**config.mk**
```make
export PLATFORM = sky130hd
export DESIGN_NAME = directory_entry_name_matcher_top
export DESIGN_NICKNAME = d
export VERILOG_FILES = /design/src/rtl/core/denm_pkg.sv /design/src/rtl/core/directory_entry_name_matcher_top.sv
export SDC_FILE = /design/constraint.sdc
export NUM_CORES = 1
export LEC_CHECK = 0
export ABC_AREA = 1
export BUFFER_PORTS_ARGS = -buffer_cell sky130_fd_sc_hd__buf_2
export CAP_MARGIN = 30
export CORE_MARGIN = 10
export CORE_UTILIZATION = 30
export CTS_BUF_LIST = sky130_fd_sc_hd__clkbuf_4 sky130_fd_sc_hd__clkbuf_8 sky130_fd_sc_hd__clkbuf_16
export DETAILED_ROUTE_END_ITERATION = 7
export PLACE_DENSITY_LB_ADDON = 0.15
export SLEW_MARGIN = 15
export SYNTH_ARGS = -nofsm -noshare
export SYNTH_HDL_FRONTEND = slang
export SYNTH_SLANG_ARGS = --single-unit
export TNS_END_PERCENT = 1
```
**constraint.sdc**
```tcl
create_clock -name clk -period 3.8 [get_ports clk]
set_clock_uncertainty 0.05 [all_clocks]
set_input_delay 0.57 -clock clk [delete_from_list [all_inputs] [get_ports clk]]
set_output_delay 0.57 -clock clk [all_outputs]
set_load 0.02 [all_outputs]
```
**src/rtl/core/denm_pkg.sv**
```systemverilog
// ----------------------------------------------------------------------------
// Directory entry name matcher package
// Entry layout constants, entry kind codes and register indexes.
// ----------------------------------------------------------------------------
`default_nettype none

package denm_pkg;

	localparam int unsigned POS_W       = 5;
	localparam int unsigned CFG_IDX_W   = 2;
	localparam int unsigned CFG_DATA_W  = 64;
	localparam int unsigned NAME_HI_W   = 24;
	localparam int unsigned OUT_DATA_W  = 40;

	localparam logic [POS_W-1:0] NAME_BYTES  = 5'd11;
	localparam logic [POS_W-1:0] ATTR_POS    = 5'd11;
	localparam logic [POS_W-1:0] CLUS_HI_POS = 5'd20;
	localparam logic [POS_W-1:0] CLUS_LO_POS = 5'd26;
	localparam logic [POS_W-1:0] LAST_POS    = 5'd31;

	localparam logic [7:0] END_MARK     = 8'h00;
	localparam logic [7:0] DELETED_MARK = 8'hE5;
	localparam logic [3:0] LFN_NIBBLE   = 4'hF;
	localparam int unsigned DIR_BIT_IDX = 4;

	localparam logic [CFG_IDX_W-1:0] REG_NAME_LOW   = 2'd0;
	localparam logic [CFG_IDX_W-1:0] REG_NAME_HIGH  = 2'd1;
	localparam logic [CFG_IDX_W-1:0] REG_REPORT_ALL = 2'd2;

	typedef enum logic [2:0] {
		KIND_END     = 3'd0,
		KIND_DELETED = 3'd1,
		KIND_LONG    = 3'd2,
		KIND_NOMATCH = 3'd3,
		KIND_MATCH   = 3'd4
	} kind_t;

endpackage

`default_nettype wire

```
**src/rtl/core/directory_entry_name_matcher_top.sv**
```systemverilog
// ----------------------------------------------------------------------------
// Directory entry name matcher
// Scans 32-byte FAT directory entries for a wanted 8.3 short name.
// ----------------------------------------------------------------------------
// Usage:
//   s_axis carries one directory byte per request in tdata; tuser set marks
//   the first byte of a new search and restarts at entry byte 0.
//   m_axis carries one result per entry that ends the search, or per
//   entry in listing mode; tuser holds the entry kind, tdata the first
//   cluster and directory bit, tlast a search end (match or end of dir).
//   cfg_we/cfg_index/cfg_data write the wanted name and the listing mode;
//   write only while the block is idle.
// Timing:
//   A byte is registered on acceptance and evaluated from the input
//   register; an entry's result is registered once byte 31 is evaluated.
//   One byte is accepted every cycle while no untaken result stalls it, set
//   by the single input register feeding the result register.
// Reset and stalls:
//   Reset clears position, match state and the finished flag, and sets the
//   wanted name to zero. While the result register holds an untaken result
//   the input register holds its byte and s_axis_tready drops once it is full.
//   After a search ends, bytes are dropped until a new start.
// ----------------------------------------------------------------------------
`default_nettype none

module directory_entry_name_matcher_top (
	input  wire logic                               clk,
	input  wire logic                               arst_n,
	input  wire logic                               s_axis_tvalid,
	output logic                                    s_axis_tready,
	input  wire logic [7:0]                         s_axis_tdata,  // dir_byte
	input  wire logic                               s_axis_tuser,  // start_search
	output logic                                    m_axis_tvalid,
	input  wire logic                               m_axis_tready,
	// start_cluster[31:0], dir_flag[32], zero fill[39:33]
	output logic [denm_pkg::OUT_DATA_W-1:0]         m_axis_tdata,
	output logic [2:0]                              m_axis_tuser,  // entry_kind
	output logic                                    m_axis_tlast,  // search_done
	input  wire logic                               cfg_we,
	input  wire logic [denm_pkg::CFG_IDX_W-1:0]     cfg_index,
	input  wire logic [denm_pkg::CFG_DATA_W-1:0]    cfg_data
);

	logic                       valid_s1;
	logic [7:0]                 byte_s1;
	logic                       start_s1;

	logic [denm_pkg::POS_W-1:0] pos_q;
	logic                       eq_q;
	logic [7:0]                 first_q;
	logic [7:0]                 attr_q;
	logic [15:0]                clus_hi_q;
	logic [15:0]                clus_lo_q;
	logic                       fin_q;

	logic [63:0]                name_lo_q;
	logic [denm_pkg::NAME_HI_W-1:0] name_hi_q;
	logic                       report_all_q;

	logic                       out_valid_q;
	denm_pkg::kind_t            out_kind_q;
	logic [31:0]                out_clus_q;
	logic                       out_dir_q;
	logic                       out_done_q;

	logic [15:0][7:0]           wanted;
	logic [denm_pkg::POS_W-1:0] cur_pos;
	logic                       cur_fin;
	logic                       live;
	logic                       byte_eq;
	logic                       is_last;
	denm_pkg::kind_t            kind;
	logic                       done;
	logic                       emit;
	logic                       advance;

	assign wanted  = {40'd0, name_hi_q, name_lo_q};
	assign cur_pos = start_s1 ? '0 : pos_q;
	assign cur_fin = start_s1 ? 1'b0 : fin_q;
	assign live    = valid_s1 && !cur_fin;
	assign byte_eq = (byte_s1 == wanted[cur_pos[3:0]]);
	assign is_last = (cur_pos == denm_pkg::LAST_POS);

	always_comb begin
		priority if (first_q == denm_pkg::END_MARK) begin
			kind = denm_pkg::KIND_END;
		end else if (first_q == denm_pkg::DELETED_MARK) begin
			kind = denm_pkg::KIND_DELETED;
		end else if (attr_q[3:0] == denm_pkg::LFN_NIBBLE) begin
			kind = denm_pkg::KIND_LONG;
		end else if (eq_q) begin
			kind = denm_pkg::KIND_MATCH;
		end else begin
			kind = denm_pkg::KIND_NOMATCH;
		end
	end

	assign done          = (kind == denm_pkg::KIND_END) || (kind == denm_pkg::KIND_MATCH);
	assign emit          = live && is_last && (done || report_all_q);
	assign advance       = valid_s1 && (!out_valid_q || m_axis_tready);
	assign s_axis_tready = !valid_s1 || advance;

	// input register
	always_ff @(posedge clk or negedge arst_n) begin
		if (!arst_n) begin
			valid_s1 <= 1'b0;
		end else if (s_axis_tready) begin
			valid_s1 <= s_axis_tvalid;
		end
	end

	always_ff @(posedge clk) begin
		if (s_axis_tvalid && s_axis_tready) begin
			byte_s1  <= s_axis_tdata;
			start_s1 <= s_axis_tuser;
		end
	end

	// entry state
	always_ff @(posedge clk or negedge arst_n) begin
		if (!arst_n) begin
			pos_q     <= '0;
			eq_q      <= 1'b1;
			first_q   <= '0;
			attr_q    <= '0;
			clus_hi_q <= '0;
			clus_lo_q <= '0;
			fin_q     <= 1'b0;
		end else if (advance) begin
			if (live) begin
				if (cur_pos < denm_pkg::NAME_BYTES) begin
					eq_q <= (cur_pos == '0) ? byte_eq : (eq_q && byte_eq);
				end
				if (cur_pos == '0) begin
					first_q <= byte_s1;
				end
				if (cur_pos == denm_pkg::ATTR_POS) begin
					attr_q <= byte_s1;
				end
				if (cur_pos == denm_pkg::CLUS_HI_POS) begin
					clus_hi_q[7:0] <= byte_s1;
				end
				if (cur_pos == denm_pkg::CLUS_HI_POS + 5'd1) begin
					clus_hi_q[15:8] <= byte_s1;
				end
				if (cur_pos == denm_pkg::CLUS_LO_POS) begin
					clus_lo_q[7:0] <= byte_s1;
				end
				if (cur_pos == denm_pkg::CLUS_LO_POS + 5'd1) begin
					clus_lo_q[15:8] <= byte_s1;
				end
				pos_q <= cur_pos + 5'd1;
				fin_q <= is_last && done;
			end
		end
	end

	// configuration
	always_ff @(posedge clk or negedge arst_n) begin
		if (!arst_n) begin
			name_lo_q    <= '0;
			name_hi_q    <= '0;
			report_all_q <= 1'b0;
		end else if (cfg_we) begin
			unique case (cfg_index)
				denm_pkg::REG_NAME_LOW:   name_lo_q    <= cfg_data;
				denm_pkg::REG_NAME_HIGH:  name_hi_q    <= cfg_data[denm_pkg::NAME_HI_W-1:0];
				denm_pkg::REG_REPORT_ALL: report_all_q <= cfg_data[0];
				default: ;
			endcase
		end
	end

	// result register
	always_ff @(posedge clk or negedge arst_n) begin
		if (!arst_n) begin
			out_valid_q <= 1'b0;
		end else if (advance && emit) begin
			out_valid_q <= 1'b1;
		end else if (m_axis_tready) begin
			out_valid_q <= 1'b0;
		end
	end

	always_ff @(posedge clk) begin
		if (advance && emit) begin
			out_kind_q <= kind;
			out_done_q <= done;
			if (kind == denm_pkg::KIND_END) begin
				out_clus_q <= '0;
				out_dir_q  <= 1'b0;
			end else begin
				out_clus_q <= {clus_hi_q, clus_lo_q};
				out_dir_q  <= attr_q[denm_pkg::DIR_BIT_IDX];
			end
		end
	end

	assign m_axis_tvalid = out_valid_q;
	assign m_axis_tdata  = {7'd0, out_dir_q, out_clus_q};
	assign m_axis_tuser  = out_kind_q;
	assign m_axis_tlast  = out_done_q;

endmodule

`default_nettype wire

```
## Word-level counts from Yosys, hierarchy flattened

Cells that the tools add are included.
W data, S select, Z words.

- Register bits: 189
- Input port bits: 80
- Output and inout port bits: 46
- Logic and storage cells: 77

- $add $sub $neg: 1
- Order comparisons: 2
- Equality and inequality tests: 12
- Mux-type cells: 11
- Reduce and logical (&&, ||, !) cells: 31

Operators with widths:

| cell | count |
|---|---|
| $bmux W8 S4 | 1 |
| $eq A5 B5 Y1 const B | 5 |
| $reduce_and A3 Y1 | 7 |
| $mux W3 | 4 |
| $eq A8 B8 Y1 | 1 |
| $eq A8 B8 Y1 const B | 1 |
| $logic_and A1 B1 Y1 | 8 |
| $logic_not A8 Y1 | 1 |
| $mux W8 | 1 |
| $reduce_and A2 Y1 | 4 |
| $add A5 B1 Y5 const B | 1 |
| $eq A5 B4 Y1 const B | 1 |
| $logic_not A5 Y1 | 1 |
| $lt A4 B5 Y1 const B | 1 |
| $lt A5 B4 Y1 const B | 1 |
| $mux W5 | 1 |
| $eq A4 B4 Y1 const B | 1 |
| $logic_or A1 B1 Y1 | 4 |
| $mux W1 | 4 |
| $eq A3 B3 Y1 const B | 1 |
| $logic_not A1 Y1 | 3 |
| $logic_not A3 Y1 | 1 |
| $eq A2 B1 Y1 const B | 1 |
| $eq A2 B2 Y1 const B | 1 |
| 2 further kinds | 2 |

## Logic depth before layout (Yosys ltp)

Gate-level depths: netlist of the first run.

- Word-level depth: 10
- Depth in mapped cells: 15

## Worst setup path before layout of the first run

No wires, ideal clock.

- Kind: register to register
- From: register start_s1
- To: register out_valid_q (netlist: m_axis_tvalid)
- Arrival time: 2.696 ns
- Required time: 3.618 ns
- Slack: 0.922 ns
- Cell stages (with the launch flop): 12
- Path buffers: 1
- Cell sequence: edfxtp_1 > inv_2 > nand2_2 > inv_2 > buf_2 > ha_1 > inv_1 > nor2_1 > ha_1 > nand3_1 > nand2_1 > or2_2

- Longest elaborated chain between the ends: 7

Ends and longest elaborated chain:

| element | line | text |
|---|---|---|
| from (decl) | directory_entry_name_matcher_top.sv:46 | `logic start_s1;` |
| from (signal assigned) | directory_entry_name_matcher_top.sv:115 | `start_s1 <= s_axis_tuser;` |
| parallel branches: the longest is 3 deep, another holds $mux W5 | - |  |
| $logic_and A1 B1 Y1 * (2 in a row) | directory_entry_name_matcher_top.sv:99 | `assign emit = live && is_last && (done \|\| report_all_q);` |
| $logic_and A1 B1 Y1 * | directory_entry_name_matcher_top.sv:178 | `end else if (advance && emit) begin` |
| $mux W1 / $reduce_bool A2 Y1 (equally long branches) | - |  |
| to (signal assigned) | directory_entry_name_matcher_top.sv:177 | `out_valid_q <= 1'b0;` |
| to (signal assigned) | directory_entry_name_matcher_top.sv:179 | `out_valid_q <= 1'b1;` |
| to (signal assigned) | directory_entry_name_matcher_top.sv:181 | `out_valid_q <= 1'b0;` |
| to (decl) | directory_entry_name_matcher_top.sv:60 | `logic out_valid_q;` |

Mark *: on every way between the ends.
A chain may end at the register's enable or synchronous reset.

## Final worst setup path of the first run

- From: register start_s1
- To: register out_clus_q[26] (enable)

- Longest elaborated chain between the ends: 6

Ends and longest elaborated chain:

| element | line | text |
|---|---|---|
| parallel branches: the longest is 3 deep, another holds $mux W5 | - |  |
| $logic_and A1 B1 Y1 * (2 in a row) | directory_entry_name_matcher_top.sv:99 |  |
| $logic_and A1 B1 Y1 * | directory_entry_name_matcher_top.sv:186 | `if (advance && emit) begin` |
| to (signal assigned) | directory_entry_name_matcher_top.sv:193 | `out_clus_q <= {clus_hi_q, clus_lo_q};` |
| to (decl) | directory_entry_name_matcher_top.sv:62 | `logic [31:0] out_clus_q;` |

Marked as above.

==> run summary, run 1 <==
Total GRT Usage: 12.74%
CP Capture Type: flop
DRC Markers: 0
vias in the first global route: 6430
Layout Nets: 1090
Tcrit/Tclk final: 74.39%
post-CTS setup buffer count: 0
vias per cell: 4.356
hold_buf cts: 0
final hold vios: 0
number of I/O pins: 126
core area: 27180 um2
CP Max Fanout: 28
Seq/Total Area, Yosys: 59.51%
Multi-input gate area: 2793 um2
maximum vdd drop: 0.2147 mV
logic gate share of total power: 14.1%
area taken by flip-flops and latches: 4961 um2
clk slew on worst S/H paths: 80 ps
CTS buffer count: 17
Area growth syn-to-layout: 18.55%
vias: 6059
clock root cell: clkbuf_16
RSZ-0062 raised after global routing: false
setup TNS: 0 ps
clk_lat worst skew: 430 ps
Syn Area/Cell: 9.273 um2
Max Slew Vio Count: 0
clock share of power: 36.6%
Fin Hold WS: 59.30 ps
Std-Cell Rows: 60
Synth cell types: 30
mapped cell area: 8337 um2
Syn. warnings: 0
drt first pass iters: 6
# fillers: 2896
CTS resizes: 0
power share of the sequential group: 49.4%
Yosys reg bits: 189
result of the run: complete, no violations
ant diodes: 0
die height: 186.7 um
Max H-tree Level: 4
CTS tree: yes
RD Place Congestion: 0.8048
switching part of the total: 29.65%
final antenna-violating net count: 0
die width: 186.7 um
Starting Density: 30.68%
Min-Delay Path Class: in2async
pre-CTS setup slack: 944.1 ps
DR iter-0 viols: 380
PwrDens: 498.2 nW/um2
GRT overflow: 0
Worst EP arrival: 2870 ps
share of layout cells above drive strength 1: 20.90%
die footprint: 34860 um2
Pint: 3464 uW
maximum clock rate: 353.7 MHz
port bufs: 118
max-capacitance violation count: 0
DR WL/cell: 15.57 um
measured slew at the worst slew-check pin: 789.9 ps
final setup fails: 0
Relative slew margins: 47.34%
antenna violations before repair: 0
Critical Path Start Type: flop
post-DP HPWL: 15510 um
Sink Count: 189
Clock Tree Buf Depth: 2
first-pass GRT wire length: 35670 um
Mapped Cells: 899
final wirelength: 21660 um
kind of critical path: reg2reg
leakage: 0.004729 uW
sw power: 1460 uW
worst setup margin: 973.1 ps
Final Power: 4924 uW
CP Data Required Time: 3850 ps
fin crit period: 2827 ps
largest net degree at the start of global routing: 81
## power by group through the flow
stage / Combinational (uW) / Clock, uW / Sequential, uW
floorplan: 502 / 0 / 2420
global placement: 698 / 0 / 2470
detailed placement: 709 / 0 / 2470
CTS: 711 / 1860 / 2430
global route: 809 / 1940 / 2460
finish: 693 / 1800 / 2430
## final cells by class
cell class | instances | area share, %
tap | 372 | 4.709
inverter | 100 | 3.798
clock inverter | 15 | 1.810
timing repair buffer | 128 | 6.925
clock buffer | 17 | 4.304
sequential | 189 | 50.20
multi-input combinational | 570 | 28.26
## cell families after synthesis
group,synth area share [%]
AOI/OAI and AO/OA,6.859
adders and majority gates,0.6004
buffers and inverters,7.414
DFF,59.51
muxes,5.403
other,0.04498
and+or+nand+nor,20.17
## cell usage after synthesis (all sizes together)
| cell | number | area, um2 |
|---|---|---|
| buf | 21 | 148.9 |
| o21ai | 101 | 505.5 |
| or2 | 1 | 6.260 |
| mux2 | 40 | 450.4 |
| ha | 4 | 50.05 |
| nor3 | 3 | 15.01 |
| nand3 | 58 | 290.3 |
| a21oi | 10 | 50.05 |
| a22oi | 1 | 7.510 |
| dfrtp | 142 | 3553 |
| dfstp | 1 | 26.28 |
| clkbuf | 25 | 93.84 |
| nand4 | 9 | 56.30 |
| edfxtp | 46 | 1381 |
| inv | 100 | 375.4 |
| nor3b | 1 | 7.510 |
| nor4 | 4 | 40.04 |
| nor2 | 76 | 305.3 |
| conb | 1 | 3.750 |
| and2 | 1 | 6.260 |
| nand2 | 253 | 954.7 |
| a2111oi | 1 | 8.760 |
## state kept, by name, summed over array words and instances (netlist names), 3 cells and up
signal and flops:
name_lo_q 64, first_q 8, byte_s1 8, out_clus_q 32, clus_hi_q 16, attr_q 5, m_axis_tuser 3, name_hi_q 24
clus_lo_q 16, pos_q 5
## cell usage in the layout, fill, tap and decap left out, types with 17 or more instances in the layout
cell,Yosys,routed
inv_1,97,97
nor2_1,72,72
edfxtp_1,46,46
nand3_1,58,57
nand2_1,251,251
dfrtp_1,142,142
mux2_2,40,40
clkbuf_16,0,17
o21ai_0,92,92
buf_2,8,117
## worst paths after layout
kind / startpoint / to / slack (ps) / cells past startpoint
min in group clk: s_axis_tdata[0] / byte_s1[0]$_DFFE_PP_ / 260 / 1
max in group asynchronous: arst_n / eq_q$_DFFE_PN1P_ / 2750 / 2
max: start_s1$_DFFE_PP_ / out_clus_q[26]$_SDFFCE_PP0P_ / 970 / 9
min reg2reg: clus_hi_q[13]$_DFFE_PN0P_ / clus_hi_q[13]$_DFFE_PN0P_ / 430 / 2
max reg2reg: start_s1$_DFFE_PP_ / out_clus_q[26]$_SDFFCE_PP0P_ / 970 / 9
min: arst_n / name_hi_q[5]$_DFFE_PN0P_ / 60 / 1
## metal layers
layer / track usage [%] / vias up / wire [um]
met5: 0 / - / 0
met4: 3.319 / 0 / 238
met3: 3.352 / 14 / 982
met2: 20.34 / 122 / 10050
met1: 16.74 / 2834 / 10390
li1: - / 3089 / -
## metrics by stage
stage,utilization [%],std cells,area [um2]
2_1_floorplan,-,905,8359
3_3_place_gp,34.14,1359,9279
3_5_place_dp,34.14,1359,9279
4_1_cts,36.37,1391,9883
5_1_grt,36.37,1391,9883
6_report,36.37,1391,9883
## critical path: stages, from the launching register on
cell and delay, ps:
edfxtp_1 530, nor2_4 250, inv_1 210, nor2_1 450, inv_1 170, nor2_1 140
ha_1 170, nand3_1 90, nand2_1 90, buf_4 320
(Power assumes the default switching activity.)
==> inputs of run 2 (changes only) <==
clock period = 2.59 ns   (was 3.8 ns; I/O delays follow)
==> run 2 against run 1 <==
Compared with the run above: non-clock buffer count increased by 16; hold slack gained 9.9 ps; sequential share of layout area shrank 0.98 points; routed wire length is 2.4% higher; largest cell class unchanged.
==> run summary, run 2 (synthesis gave the netlist of run 1 again) <==
Relative slew margins: 63.89%
CP Max Fanout: 38
Clock Tree Buf Depth: 2
die height: 186.7 um
clk_lat worst skew: 440 ps
DR iter-0 viols: 331
Largest Register: name_lo_q
final setup fails: 0
die width: 186.7 um
RD Place Congestion: 0.7709
die footprint: 34860 um2
R2R depth: 9
antenna violations before repair: 2
CP max-delay cell: edfxtp_1
crit-path cells: nor2_4 -> inv_1 -> nor2_1 -> inv_1 -> nor2_1 -> ha_1 -> nand3_1 -> nand2_2 -> buf_12
logic gate share of total power: 14.3%
result of the run: complete, no violations
leakage: 0.004832 uW
Crit path buffers/inverters: 3
area taken by flip-flops and latches: 4961 um2
maximum vdd drop: 0.3270 mV
share of layout cells above drive strength 1: 22.13%
PwrDens: 732.3 nW/um2
Tcrit/Tclk final: 85.28%
R2R Path Start: start_s1$_DFFE_PP_
Std-Cell Rows: 60
Worst path top cell family by delay: simple AND/OR/NAND/NOR gates
Hold Path Stages: 1
final hold vios: 0
Worst EP arrival: 2300 ps
GRT overflow: 0
clock share of power: 37.4%
Fin Hold WS: 69.24 ps
DR WL/cell: 15.76 um
CP Capture Type: flop
CTS tree: yes
Placed Instances: 1374
hold endpoint: byte_s1[7]$_DFFE_PP_
sw power: 2241 uW
setup TNS: 0 ps
ant diodes: 0
kind of critical path: reg2reg
Starting Density: 30.68%
switching part of the total: 30.36%
Area growth syn-to-layout: 20.92%
first-pass GRT wire length: 36140 um
CTS buffer count: 17
clock root cell: clkbuf_16
post-DP HPWL: 15970 um
R2R Setup Slk: 380 ps
Pint: 5141 uW
Multi-input gate area: 2795 um2
critical path depth in cells: 9
max FFs per register: 64
drt first pass iters: 4
CTS resizes: 0
Crit Reg-Reg Endpoint: out_clus_q[19]$_SDFFCE_PP0P_
measured slew at the worst slew-check pin: 528.1 ps
biggest regs: name_lo_q (64), out_clus_q (32), name_hi_q (24)
max-capacitance violation count: 0
vias per cell: 4.369
vias in the first global route: 6377
Sink Count: 189
number of I/O pins: 126
vias: 6147
fin crit period: 2209 ps
CP Data Required Time: 2680 ps
core area: 27180 um2
Max Slew Vio Count: 0
most common cell after layout, fill and taps aside: nand2_1
clk slew on worst S/H paths: 80 ps
port bufs: 118
DRC Markers: 0
Max H-tree Level: 4
power share of the sequential group: 48.3%
final antenna-violating net count: 0
CP max stage delay: 530 ps
most frequent cells in the layout: 250 x nand2_1, 142 x dfrtp_1, 117 x buf_2
final wirelength: 22170 um
fin cells: 1407
Critical Path Start Type: flop
Layout Nets: 1106
largest net degree at the start of global routing: 91
maximum clock rate: 452.8 MHz
Total GRT Usage: 12.90%
RSZ-0062 raised after global routing: false
Min-Delay Path Class: in2reg
Hold Path Origin: s_axis_tdata[7]
# fillers: 2886
[run 2: changes by cell type in the layout (fill, tap and decap cells not counted), sizes merged]
cell	delta
clkinv	-1
buf	+15
inv	+1
dlygate4sd3	+1
[run 2: power groups by stage]
| stage | Clock (uW) | Combinational [uW] | Sequential [uW] |
|---|---|---|---|
| detailed placement | 0 | 1080 | 3630 |
| global placement | 0 | 1070 | 3620 |
| CTS | 2830 | 1080 | 3570 |
| floorplan | 0 | 737 | 3550 |
| global route | 2930 | 1230 | 3610 |
| finish | 2760 | 1050 | 3570 |
[run 2: layout make-up]
type,count,area share [%]
clock buffers,17,4.220
clock inverters,15,1.998
inverters,100,3.723
multi-input cells,570,27.73
flip-flops and latches,189,49.21
well taps,372,4.617
repair buffers,144,8.502
[run 2: worst reg2reg max path: stages (launching register included)]
cell	delay (ps)
edfxtp_1	530
nor2_4	270
inv_1	80
nor2_1	130
inv_1	120
nor2_1	110
ha_1	170
nand3_1	100
nand2_2	100
buf_12	210
[run 2: per-stage QoR]
step                total power, uW  cell area [um2]  utilization (%)  setup WS [ps]
floorplan                      4290             8362                -          52.22
global placement               4689             9444            34.75          379.2
detailed placement             4706             9444            34.75          390.7
CTS                            7477            10080            37.09          371.1
global route                   7764            10080            37.09          201.7
finish                         7383            10080            37.09          381.3
[run 2: worst max path at each step]
stage / from / endpoint
final: start_s1$_DFFE_PP_ / out_clus_q[19]$_SDFFCE_PP0P_
after global routing: start_s1$_DFFE_PP_ / out_clus_q[19]$_SDFFCE_PP0P_
after CTS: start_s1$_DFFE_PP_ / out_clus_q[19]$_SDFFCE_PP0P_
after detailed placement: start_s1$_DFFE_PP_ / out_clus_q[19]$_SDFFCE_PP0P_
after global placement: start_s1$_DFFE_PP_ / out_clus_q[20]$_SDFFCE_PP0P_
after floorplan: start_s1$_DFFE_PP_ / m_axis_tlast$_DFFE_PP_
[run 2: metal layers]
layer / vias up / routed length, um / track usage [%]
li1: 3120 / - / -
met4: 4 / 223 / 3.536
met5: - / 26 / 0
met1: 2882 / 10490 / 16.89
met3: 22 / 1001 / 3.296
met2: 119 / 10430 / 20.67
[run 2: what timing repair did]
action,CTS,global route
endpoints found under the setup margin,0,0
buffers inserted,0,0
hold buffers,1,0
endpoints found under the hold margin,38,0
